==> config.mk <==
export PLATFORM = sky130hd
export DESIGN_NAME = first_order_low_high_pass_filter
export DESIGN_NICKNAME = d
export VERILOG_FILES = /design/src/design/folhpf_pkg.sv /design/src/design/folhpf_ctrl.sv /design/src/design/folhpf_dp.sv /design/src/design/first_order_low_high_pass_filter.sv
export SDC_FILE = /design/constraint.sdc
export NUM_CORES = 2
export LEC_CHECK = 0
export ABC_AREA = 1
export BUFFER_PORTS_ARGS = -buffer_cell sky130_fd_sc_hd__buf_4
export CAP_MARGIN = 10
export CORE_MARGIN = 5
export CORE_UTILIZATION = 55
export DETAILED_ROUTE_END_ITERATION = 8
export GPL_ROUTABILITY_DRIVEN = 0
export HOLD_SLACK_MARGIN = 0.15
export PLACE_DENSITY_LB_ADDON = 0.1
export SYNTH_ARGS = -nofsm -noshare
export SYNTH_HDL_FRONTEND = slang
export SYNTH_SLANG_ARGS = --single-unit
==> constraint.sdc <==
create_clock -name clk -period 10.5 [get_ports clk]
set_clock_uncertainty 0.1 [all_clocks]
set_input_delay 0.525 -clock clk [delete_from_list [all_inputs] [get_ports clk]]
set_output_delay 0.525 -clock clk [all_outputs]
set_load 0.02 [all_outputs]
==> src/design/folhpf_pkg.sv <==
// package for the first-order low/high-pass filter
// holds default widths, config register indexes and reset values, and the
// command/status structs shared by the controller and the datapath
`timescale 1ns / 1ps
`default_nettype none

package folhpf_pkg;

  localparam int SAMPLE_WIDTH    = 32;
  localparam int ALPHA_FRAC_BITS = 16;
  localparam int TIME_WIDTH      = 32;

  localparam int CFG_DATA_W = 32;
  localparam int CFG_IDX_W  = 2;
  localparam int RC_WIDTH   = 32;

  localparam logic [CFG_IDX_W-1:0] REG_HIGH_PASS      = 2'd0;
  localparam logic [CFG_IDX_W-1:0] REG_USE_TIMESTAMPS = 2'd1;
  localparam logic [CFG_IDX_W-1:0] REG_RC_TICKS       = 2'd2;
  localparam logic [CFG_IDX_W-1:0] REG_FIXED_DT_TICKS = 2'd3;

  localparam logic [RC_WIDTH-1:0]   RC_TICKS_RESET     = 32'd1592;
  localparam logic [CFG_DATA_W-1:0] FIXED_DT_RESET     = 32'd1000;

  typedef struct packed {
    logic capture;
    logic prep;
    logic div_step;
    logic mul;
    logic fin;
    logic commit;
  } cmd_t;

  typedef struct packed {
    logic init;
  } sts_t;

endpackage

`default_nettype wire

==> src/design/folhpf_ctrl.sv <==
// controller for the first-order low/high-pass filter
// sequences capture, dt/divider setup, alpha division, multiply, rounding
// and result hand-off; uses folhpf_pkg command and status structs
`timescale 1ns / 1ps
`default_nettype none

module folhpf_ctrl #(
  parameter int ALPHA_FRAC_BITS = folhpf_pkg::ALPHA_FRAC_BITS
) (
  input  wire                clk,
  input  wire                rst_n,
  input  wire                in_valid,
  output logic               in_ready,
  output logic               out_valid,
  input  wire                out_ready,
  input  wire folhpf_pkg::sts_t sts,
  output folhpf_pkg::cmd_t   cmd
);

  localparam int CNT_W = $clog2(ALPHA_FRAC_BITS + 1);

  typedef enum logic [2:0] {
    S_IDLE,
    S_PREP,
    S_DIV,
    S_MUL,
    S_FIN,
    S_DONE
  } state_t;

  state_t            state_r, state_nxt;
  logic [CNT_W-1:0]  cnt_r, cnt_nxt;
  logic              out_valid_r, out_valid_nxt;
  logic              slot_free;

  assign slot_free = !out_valid_r || out_ready;
  assign in_ready  = (state_r == S_IDLE);
  assign out_valid = out_valid_r;

  always_comb begin
    cmd          = '0;
    cmd.capture  = (state_r == S_IDLE) && in_valid;
    cmd.prep     = (state_r == S_PREP);
    cmd.div_step = (state_r == S_DIV);
    cmd.mul      = (state_r == S_MUL);
    cmd.fin      = (state_r == S_FIN);
    cmd.commit   = (state_r == S_DONE) && slot_free;
  end

  always_comb begin
    state_nxt     = state_r;
    cnt_nxt       = cnt_r;
    out_valid_nxt = out_valid_r;
    if (out_valid_r && out_ready) begin
      out_valid_nxt = 1'b0;
    end
    case (state_r)
      S_IDLE: begin
        if (in_valid) begin
          state_nxt = S_PREP;
        end
      end
      S_PREP: begin
        if (sts.init) begin
          state_nxt = S_DONE;
        end else begin
          state_nxt = S_DIV;
          cnt_nxt   = CNT_W'(ALPHA_FRAC_BITS - 1);
        end
      end
      S_DIV: begin
        if (cnt_r == '0) begin
          state_nxt = S_MUL;
        end else begin
          cnt_nxt = cnt_r - 1'b1;
        end
      end
      S_MUL: state_nxt = S_FIN;
      S_FIN: state_nxt = S_DONE;
      S_DONE: begin
        if (slot_free) begin
          state_nxt     = S_IDLE;
          out_valid_nxt = 1'b1;
        end
      end
      default: state_nxt = S_IDLE;
    endcase
  end

  always_ff @(posedge clk) begin
    if (!rst_n) begin
      state_r     <= S_IDLE;
      cnt_r       <= '0;
      out_valid_r <= 1'b0;
    end else begin
      state_r     <= state_nxt;
      cnt_r       <= cnt_nxt;
      out_valid_r <= out_valid_nxt;
    end
  end

endmodule

`default_nettype wire

==> src/design/folhpf_dp.sv <==
// datapath for the first-order low/high-pass filter
// config registers, filter state, bit-serial alpha divider, multiplier,
// rounding and saturation, output payload; driven by folhpf_ctrl commands
`timescale 1ns / 1ps
`default_nettype none

module folhpf_dp #(
  parameter int SAMPLE_WIDTH    = folhpf_pkg::SAMPLE_WIDTH,
  parameter int ALPHA_FRAC_BITS = folhpf_pkg::ALPHA_FRAC_BITS,
  parameter int TIME_WIDTH      = folhpf_pkg::TIME_WIDTH
) (
  input  wire                                    clk,
  input  wire                                    rst_n,
  input  wire                                    cfg_wr_en,
  input  wire  [folhpf_pkg::CFG_IDX_W-1:0]       cfg_index,
  input  wire  [folhpf_pkg::CFG_DATA_W-1:0]      cfg_wdata,
  input  wire  signed [SAMPLE_WIDTH-1:0]         in_sample,
  input  wire  [TIME_WIDTH-1:0]                  in_timestamp,
  input  wire                                    in_restart,
  output logic signed [SAMPLE_WIDTH-1:0]         out_filtered,
  output logic                                   out_initialized,
  output logic                                   out_time_stalled,
  input  wire folhpf_pkg::cmd_t                  cmd,
  output folhpf_pkg::sts_t                       sts
);

  localparam int SW     = SAMPLE_WIDTH;
  localparam int F      = ALPHA_FRAC_BITS;
  localparam int TW     = TIME_WIDTH;
  localparam int RCW    = folhpf_pkg::RC_WIDTH;
  localparam int DEN_W  = ((TW > RCW) ? TW : RCW) + 1;
  localparam int A_W    = F + 1;
  localparam int D_W    = SW + 2;
  localparam int PROD_W = A_W + 1 + D_W;
  localparam int ACC_W  = PROD_W + 1;
  localparam int SH_W   = ACC_W - F;

  localparam logic signed [ACC_W-1:0] HALF = ACC_W'(1) << (F - 1);
  localparam logic signed [SH_W-1:0]  YMAX = {{(SH_W - SW + 1){1'b0}}, {(SW - 1){1'b1}}};
  localparam logic signed [SH_W-1:0]  YMIN = ~YMAX;

  // configuration
  logic                             high_pass_r;
  logic                             use_ts_r;
  logic [RCW-1:0]                   rc_r;
  logic [folhpf_pkg::CFG_DATA_W-1:0] fixed_dt_r;

  // filter state
  logic                      primed_r;
  logic signed [SW-1:0]      last_out_r;
  logic signed [SW-1:0]      last_in_r;
  logic [TW-1:0]             last_time_r;
  logic [TW-1:0]             last_dt_r;

  // current transaction
  logic signed [SW-1:0]      x_r;
  logic [TW-1:0]             t_r;
  logic                      restart_r;
  logic                      init_r;
  logic                      stall_r;
  logic signed [SW-1:0]      y_r;

  // divider and arithmetic
  logic [DEN_W-1:0]          den_r;
  logic [DEN_W-1:0]          rem_r;
  logic [A_W-1:0]            alpha_r;
  logic                      zden_r;
  logic signed [PROD_W-1:0]  prod_r;

  logic                      init_c;
  logic                      adv_c;
  logic [TW-1:0]             dt_c;
  logic                      dt_zero_c;
  logic [DEN_W:0]            rem2_c;
  logic                      qbit_c;
  logic [A_W-1:0]            alpha_eff_c;
  logic signed [A_W:0]       alpha_s_c;
  logic signed [D_W-1:0]     d_c;
  logic signed [ACC_W-1:0]   lp_term_c;
  logic signed [ACC_W-1:0]   acc_c;
  logic signed [SH_W-1:0]    sh_c;
  logic signed [SW-1:0]      sat_c;

  assign init_c   = !primed_r || restart_r;
  assign sts.init = init_c;

  always_comb begin
    adv_c = t_r > last_time_r;
    if (use_ts_r) begin
      dt_c = adv_c ? (t_r - last_time_r) : last_dt_r;
    end else begin
      dt_c = TW'(fixed_dt_r);
    end
    dt_zero_c = (dt_c == '0);
  end

  assign rem2_c = {rem_r, 1'b0};
  assign qbit_c = rem2_c >= (DEN_W + 1)'(den_r);

  assign alpha_eff_c = zden_r ? '0 : alpha_r;
  assign alpha_s_c   = $signed({1'b0, alpha_eff_c});

  always_comb begin
    if (high_pass_r) begin
      d_c = D_W'(last_out_r) + D_W'(x_r) - D_W'(last_in_r);
    end else begin
      d_c = D_W'(last_out_r) - D_W'(x_r);
    end
  end

  // low-pass as x + alpha*(y - x), scaled by 2^F
  assign lp_term_c = high_pass_r ? '0 : (ACC_W'(x_r) <<< F);
  assign acc_c     = ACC_W'(prod_r) + lp_term_c + HALF;
  assign sh_c      = $signed(acc_c[ACC_W-1:F]);

  always_comb begin
    if (sh_c > YMAX) begin
      sat_c = YMAX[SW-1:0];
    end else if (sh_c < YMIN) begin
      sat_c = YMIN[SW-1:0];
    end else begin
      sat_c = sh_c[SW-1:0];
    end
  end

  // configuration registers
  always_ff @(posedge clk) begin
    if (!rst_n) begin
      high_pass_r <= 1'b0;
      use_ts_r    <= 1'b0;
      rc_r        <= folhpf_pkg::RC_TICKS_RESET;
      fixed_dt_r  <= folhpf_pkg::FIXED_DT_RESET;
    end else if (cfg_wr_en) begin
      case (cfg_index)
        folhpf_pkg::REG_HIGH_PASS:      high_pass_r <= cfg_wdata[0];
        folhpf_pkg::REG_USE_TIMESTAMPS: use_ts_r    <= cfg_wdata[0];
        folhpf_pkg::REG_RC_TICKS:       rc_r        <= cfg_wdata[RCW-1:0];
        folhpf_pkg::REG_FIXED_DT_TICKS: fixed_dt_r  <= cfg_wdata;
        default: ;
      endcase
    end
  end

  // filter state
  always_ff @(posedge clk) begin
    if (!rst_n) begin
      primed_r    <= 1'b0;
      last_out_r  <= '0;
      last_in_r   <= '0;
      last_time_r <= '0;
      last_dt_r   <= '0;
    end else begin
      if (cmd.prep) begin
        if (init_c) begin
          primed_r    <= 1'b1;
          last_time_r <= use_ts_r ? t_r : '0;
        end else begin
          last_dt_r <= dt_c;
          if (use_ts_r) begin
            last_time_r <= t_r;
            primed_r    <= adv_c;
          end
        end
      end
      if (cmd.commit) begin
        last_out_r <= y_r;
        last_in_r  <= x_r;
      end
    end
  end

  // transaction payload and arithmetic
  always_ff @(posedge clk) begin
    if (cmd.capture) begin
      x_r       <= in_sample;
      t_r       <= in_timestamp;
      restart_r <= in_restart;
    end
    if (cmd.prep) begin
      init_r  <= init_c;
      stall_r <= !init_c && use_ts_r && !adv_c;
      if (init_c) begin
        y_r <= x_r;
      end
      den_r   <= DEN_W'(rc_r) + DEN_W'(dt_c);
      rem_r   <= dt_zero_c ? '0 : DEN_W'(rc_r);
      alpha_r <= A_W'(dt_zero_c);
      zden_r  <= dt_zero_c && (rc_r == '0);
    end
    if (cmd.div_step) begin
      rem_r   <= qbit_c ? DEN_W'(rem2_c - (DEN_W + 1)'(den_r)) : DEN_W'(rem2_c);
      alpha_r <= {alpha_r[A_W-2:0], qbit_c};
    end
    if (cmd.mul) begin
      prod_r <= alpha_s_c * d_c;
    end
    if (cmd.fin) begin
      y_r <= sat_c;
    end
    if (cmd.commit) begin
      out_filtered     <= y_r;
      out_initialized  <= init_r;
      out_time_stalled <= stall_r;
    end
  end

endmodule

`default_nettype wire

==> src/design/first_order_low_high_pass_filter.sv <==
// first-order low/high-pass filter on signed Q16.16 samples, top level
// an initializing transaction is captured, prepared and handed off; a filtered one
// is captured, prepared, divided for alpha, multiplied and rounded before hand-off
// a new sample is accepted only while idle; a result that waits for out_ready in the
// output register holds the next hand-off back
// reset (synchronous, active low) sets config to defaults and filter state to zero
`timescale 1ns / 1ps
`default_nettype none

module first_order_low_high_pass_filter #(
  parameter int SAMPLE_WIDTH    = folhpf_pkg::SAMPLE_WIDTH,
  parameter int ALPHA_FRAC_BITS = folhpf_pkg::ALPHA_FRAC_BITS,
  parameter int TIME_WIDTH      = folhpf_pkg::TIME_WIDTH
) (
  input  wire                                clk,
  input  wire                                rst_n,
  input  wire                                cfg_wr_en,
  input  wire  [folhpf_pkg::CFG_IDX_W-1:0]   cfg_index,
  input  wire  [folhpf_pkg::CFG_DATA_W-1:0]  cfg_wdata,
  input  wire                                in_valid,
  output logic                               in_ready,
  input  wire  signed [SAMPLE_WIDTH-1:0]     in_sample,
  input  wire  [TIME_WIDTH-1:0]              in_timestamp,
  input  wire                                in_restart,
  output logic                               out_valid,
  input  wire                                out_ready,
  output logic signed [SAMPLE_WIDTH-1:0]     out_filtered,
  output logic                               out_initialized,
  output logic                               out_time_stalled
);

  folhpf_pkg::cmd_t cmd;
  folhpf_pkg::sts_t sts;

  folhpf_ctrl #(
    .ALPHA_FRAC_BITS(ALPHA_FRAC_BITS)
  ) u_ctrl (
    .clk      (clk),
    .rst_n    (rst_n),
    .in_valid (in_valid),
    .in_ready (in_ready),
    .out_valid(out_valid),
    .out_ready(out_ready),
    .sts      (sts),
    .cmd      (cmd)
  );

  folhpf_dp #(
    .SAMPLE_WIDTH   (SAMPLE_WIDTH),
    .ALPHA_FRAC_BITS(ALPHA_FRAC_BITS),
    .TIME_WIDTH     (TIME_WIDTH)
  ) u_dp (
    .clk             (clk),
    .rst_n           (rst_n),
    .cfg_wr_en       (cfg_wr_en),
    .cfg_index       (cfg_index),
    .cfg_wdata       (cfg_wdata),
    .in_sample       (in_sample),
    .in_timestamp    (in_timestamp),
    .in_restart      (in_restart),
    .out_filtered    (out_filtered),
    .out_initialized (out_initialized),
    .out_time_stalled(out_time_stalled),
    .cmd             (cmd),
    .sts             (sts)
  );

endmodule

`default_nettype wire

### After elaboration in Yosys (flattened, before gate mapping)

Cells that the tools add are included.

* register bits: 473

* muxes and demuxes: 32
* reductions and logical operators: 30
* eq/ne operators: 13
* bitwise logic cells: 1
* add/sub/neg operators: 9
* multipliers: 1
* $lt $le $gt $ge: 4

Operators with widths (number)
* $mux 32: 11
* $mux 33: 3
* $add 32x32->33: 2
* $logic_not 32->1: 2
* $add 52x53->53: 1
* $add 53x17->53 const B: 1
* $mux 53: 1
* $mul 18x34->52: 1
* $mux 17: 3
* $gt 37x32->1 const B: 1
* $lt 37x32->1 const B: 1
* $ge 34x33->1: 1
* $mux 34: 1
* $sub 33x32->34: 1
* $sub 32x32->33: 1
* $sub 33x33->33: 1
* $gt 32x32->1: 1
* $sub 32x32->32: 1
* $pmux 3 s6: 1
* $reduce_and 2->1: 7
* $mux 3: 4
* $mux 5: 2
* $pmux 5 s2: 1
* $reduce_bool 2->1: 4
* other kinds (17): 37

### Depth between registers and ports, before layout

* word-level depth: 7
* mapped depth: 45

### Modules after synthesis

A second synthesis with hierarchy kept.

* cell total of the unflattened synthesis: 6650
* area total of the unflattened synthesis: 50744.9 um^2

By module, submodules not included
* folhpf_dp: sequential area each 11531.1 um^2, cells an instance 6560, area each 50171.9 um^2, times used 1
* folhpf_ctrl: sequential area each 180.2 um^2, cells an instance 90, area each 573.0 um^2, times used 1

### Least setup slack after synthesis

Ideal clock, no wire load.

* path type: flip-flop to flip-flop
* start: register u_dp.x_r[1]
* end: register u_dp.prod_r[45], data pin
* slack: 2.092 ns
* cell stages (with the launch flop): 41
* path buffers: 2
* arrival time: 8.032 ns
* period minus slack after synthesis: 8.408 ns
* library setup time: 0.276 ns
* cells stage by stage: edfxtp_1 -> inv_1 -> fa_1 -> inv_1 -> ha_1 -> nand3_1 -> nand3_1 -> inv_1 -> nor2_1 -> nor2_1 -> o21ai_0 -> nand3_1 -> nand3_1 -> a21o_1 -> nand2_1 -> nand2_1 -> nand2_1 -> nand2_1 -> [... 5 more ...] -> fa_1 -> inv_1 -> fa_1 -> clkbuf_1 -> inv_1 -> fa_1 -> fa_1 -> fa_1 -> fa_1 -> inv_1 -> ha_1 -> nand2_1 -> nor2_1 -> nand2_1 -> nor4_1 -> o21ai_0 -> o311ai_0 -> xor2_1

* cells in the longest elaborated chain, start to end: 4
* elaborated cells on any way between the ends: 5
* classes of those cells: add/sub (3); mul (1); mux (1)

Ends and longest elaborated chain
* from (decl): RTL line folhpf_dp.sv:56 `logic signed [SW-1:0] x_r;`
* from (signal assigned): RTL line folhpf_dp.sv:175 `x_r <= in_sample;`
* $add 32x32->33: RTL line folhpf_dp.sv:105 `d_c = D_W'(last_out_r) + D_W'(x_r) - D_W'(last_in_r);`
* $sub 33x32->34: RTL line folhpf_dp.sv:105
* $mux 34 *: RTL line folhpf_dp.sv:104 `if (high_pass_r) begin`
* $mul 18x34->52 *: RTL line folhpf_dp.sv:195 `prod_r <= alpha_s_c * d_c;`
* to (signal assigned): RTL line folhpf_dp.sv:195
* to (decl): RTL line folhpf_dp.sv:68 `logic signed [PROD_W-1:0] prod_r;`

Every way passes the cells marked *; elsewhere a longest branch is shown, timed or not.
A chain may end at the register's enable or synchronous reset.

### Worst setup path after layout

* start: register u_dp.x_r[1]
* end: register u_dp.prod_r[46], data pin

Same word-level chain as after synthesis.

==> results.yml <==
outcome:
  status: "completed"
job:
  maxCapViolations: 0
worst_setup_path:
  slowest_stage: "fa_1"
  required_ns: 10.77
  crit_buf_inv: 8
  cpMostUsedCell: "fa_1"
  cp.arrival_ns: 10.17
  cp_top_family: "adder cells"
  crit_type: "flip-flop to flip-flop"
  worst_setup_path_start_kind: "flip-flop"
  reg2reg_depth: 36
  crit_cells: 36
  cp_slowest_stage_delay_ns: 0.63
  critical_path.endpoint_type: "flip-flop"
  path_max_fanout: 9
yosys:
  syn_area_um2: 50400
  synthCells: 6561
  async_flop_share_pct: 0
  syn_area_per_cell_um2: 7.68
  synth_seq_area_share_pct: 23.2
  synth_edf_count: 254
  yosysWarnings: 0
  netlist-cell-type-count: 51
  ys_seq_elements: 458
  synth_ff_type: "edfxtp_1"
  syn-num-nets: 7566
final_layout:
  areaGrowthSynthToFinish_pct: 10.3
  fin_area_um2: 55600
  fill_cells: 8316
  final_layout_size_suffix_gt1_share_pct: 5.28
  multi_input_area_um2: 32700
  layout.nets: 7738
  n_antenna_cell: 0
  regArea_um2: 11700
sta:
  tightest_slew_ns: 1.10
  whs_ns: 0.188
  relSlewSlack_pct: 26.6
  layout_min_cycle_time_ns: 9.90
  finalHoldViolations: 0
  finalSetupViolations: 0
  fmax_mhz: 101
  finalCritPeriodShare_pct: 94.3
  fin_ws_ns: 0.600
  rsz0062_at_grt: "false"
  slew_viol_final: 0
  setup_tns_ns: 0
drt:
  wl_um: 159000
  vias: 44800
  ant_nets: 0
  drc_errors: 0
  drt-initial-drc-count: 4675
  drt_first_pass_iters: 6
  wl_per_cell_um: 19.9
  avgViaCountPerCell: 5.63
min_path:
  holdCritPathClass: "input port to flip-flop"
  whs_path_depth: 3
clocking:
  cts_buffers: 53
  cts_tree: "done"
  cts.sinks: 458
  cts_buffer_depth: 3
  clock-root-buffer: "clkbuf_16"
  cts_max_level: 2
  clk_latency_ns: 0.63
  clkTransAtPathRegs_ns: 0.06
global_route:
  grt_pass1_wl_um: 248000
  grt_max_degree: 67
  antenna_found_initial: 4
  grt_pass1_vias: 44300
  grt.overflow.total: 0
  track_usage_pct: 32.0
floorplan:
  die_h_um: 313
  dieArea_um2: 97800
  rows: 111
  start_util_pct: 55.2
  core_area_um2: 91200
  fp.dieW_um: 313
  io_pins: 140
placement:
  pre_cts_slack_ns: 0.766
  dp_hpwl_um: 125000
  io_buffers: 139
  placed_area_um2: 52800
==> timing repair <==
item                                    CTS  global route
gates resized for setup                   0             1
endpoints found under the hold margin   125             0
setup buffers                             0             0
endpoints found under the setup margin    0             1
hold buffers                             97             0
==> state kept, by name, indices dropped and copies added, names as in the netlist, 3 cells and up <==
signal,count
u_ctrl.cnt_r,5
u_ctrl.state_r,3
u_dp.alpha_r,17
u_dp.den_r,33
u_dp.fixed_dt_r,32
u_dp.last_dt_r,32
u_dp.last_in_r,32
u_dp.last_out_r,32
u_dp.last_time_r,32
u_dp.out_filtered,32
u_dp.prod_r,37
u_dp.rc_r,32
u_dp.rem_r,33
u_dp.t_r,32
u_dp.x_r,32
u_dp.y_r,32
==> worst paths after layout <==
kind / endpoint / startpoint / slack [ns]
max reg2reg: u_dp.prod_r[46] / u_dp.x_r[1] / 0.60
min reg2reg: u_dp.out_initialized / u_dp.init_r / 0.32
max: u_dp.prod_r[46] / u_dp.x_r[1] / 0.60
min: u_dp.use_ts_r / cfg_index[0] / 0.19
==> synth_stat cells, drive strengths merged, types with 6 or more instances <==
cell	count	share of area, %
ha	321	8.0
dfxtp	204	8.1
clkbuf	166	1.2
o211ai	19	0.28
xor2	118	2.1
clkinv	15	0.11
inv	1381	10
xnor2	60	1.0
nand4	38	0.50
nand3	337	3.4
a211oi	9	0.13
a31oi	33	0.41
nor4	30	0.37
nand2	1195	9.0
edfxtp	254	15
a21boi	12	0.18
o21a	18	0.27
buf	30	0.37
a21oi	532	5.3
a221oi	6	0.10
nor2	691	5.2
o21bai	41	0.61
o21ai	377	3.8
nor3	48	0.48
a21o	19	0.28
fa	580	23
==> cells by family (layout without fill, tap and decap cells) <==
family / Yosys count / count (layout) / synth area share, %
flip-flops: 458 / 458 / 23.2
buffers and inverters: 1592 / 1808 / 12.0
AO/OA/AOI/OAI: 1081 / 1081 / 11.6
XOR/XNOR: 178 / 178 / 3.09
adder cells (fa/ha/maj): 901 / 901 / 31.0
AND/OR/NAND/NOR: 2351 / 2351 / 19.1
==> cell type report <==
class | count | share of cell area, %
clock buffer | 71 | 2.66
clock inverter | 28 | 0.619
inverter | 1396 | 9.43
multi-input combinational | 4511 | 58.9
sequential | 458 | 21.1
tap | 1186 | 2.67
timing repair buffer | 313 | 4.67
==> worst reg2reg max path: cells and delay by family (launching register included) <==
family,cells,cell delay (ns)
DFF,1,0.38
buffers and inverters,8,1.13
adders and majority gates,9,4.26
and+or+nand+nor,7,1.04
xor gates and xnor gates,1,0.16
AOI/OAI and AO/OA,11,2.58
==> layer usage <==
layer	part of all wire, %	GRT usage (%)	wire (µm)	vias up
li1	-	-	-	20900
met1	43	46.6	68600	21400
met2	42	47.1	65900	2185
met3	11	8.28	17900	350
met4	4.0	10.1	6290	4
met5	0.017	0	27	-
==> layout by cell type (no fill, tap or decap), types with 6 or more instances in the layout <==
| cell type | instances |
|---|---|
| xnor2_1 | 60 |
| o21bai_1 | 41 |
| inv_1 | 1373 |
| nand2_1 | 1182 |
| nor3_1 | 46 |
| xor2_1 | 118 |
| nor2_2 | 12 |
| a31oi_1 | 33 |
| clkinv_2 | 6 |
| nand3_1 | 336 |
| clkinv_1 | 18 |
| o21ai_1 | 10 |
| dlygate4sd3_1 | 97 |
| nand2_2 | 11 |
| o21ai_0 | 364 |
| dfxtp_1 | 202 |
| nor4_1 | 30 |
| a21oi_1 | 531 |
| a21boi_0 | 12 |
| buf_4 | 216 |
| nor2_4 | 9 |
| o211ai_1 | 19 |
| fa_1 | 579 |
| clkbuf_16 | 55 |
| a221oi_1 | 6 |
| clkbuf_1 | 12 |
| edfxtp_1 | 254 |
| a211oi_1 | 9 |
| o21a_1 | 18 |
| ha_1 | 321 |
| a21o_1 | 19 |
| inv_2 | 8 |
| bufinv_16 | 6 |
| nor2_1 | 670 |
| nand4_1 | 37 |
==> stage by stage <==
stage | utilization, % | cells
floorplan | - | 6561
global placement | 57.8 | 7767
detailed placement | 57.8 | 7767
CTS | 60.9 | 7963
global route | 60.9 | 7963
finish | 60.9 | 7963
Power is left out: the tool's default activity adds up to more than one toggle a clock period on the data nets, which glitch-free logic cannot reach.
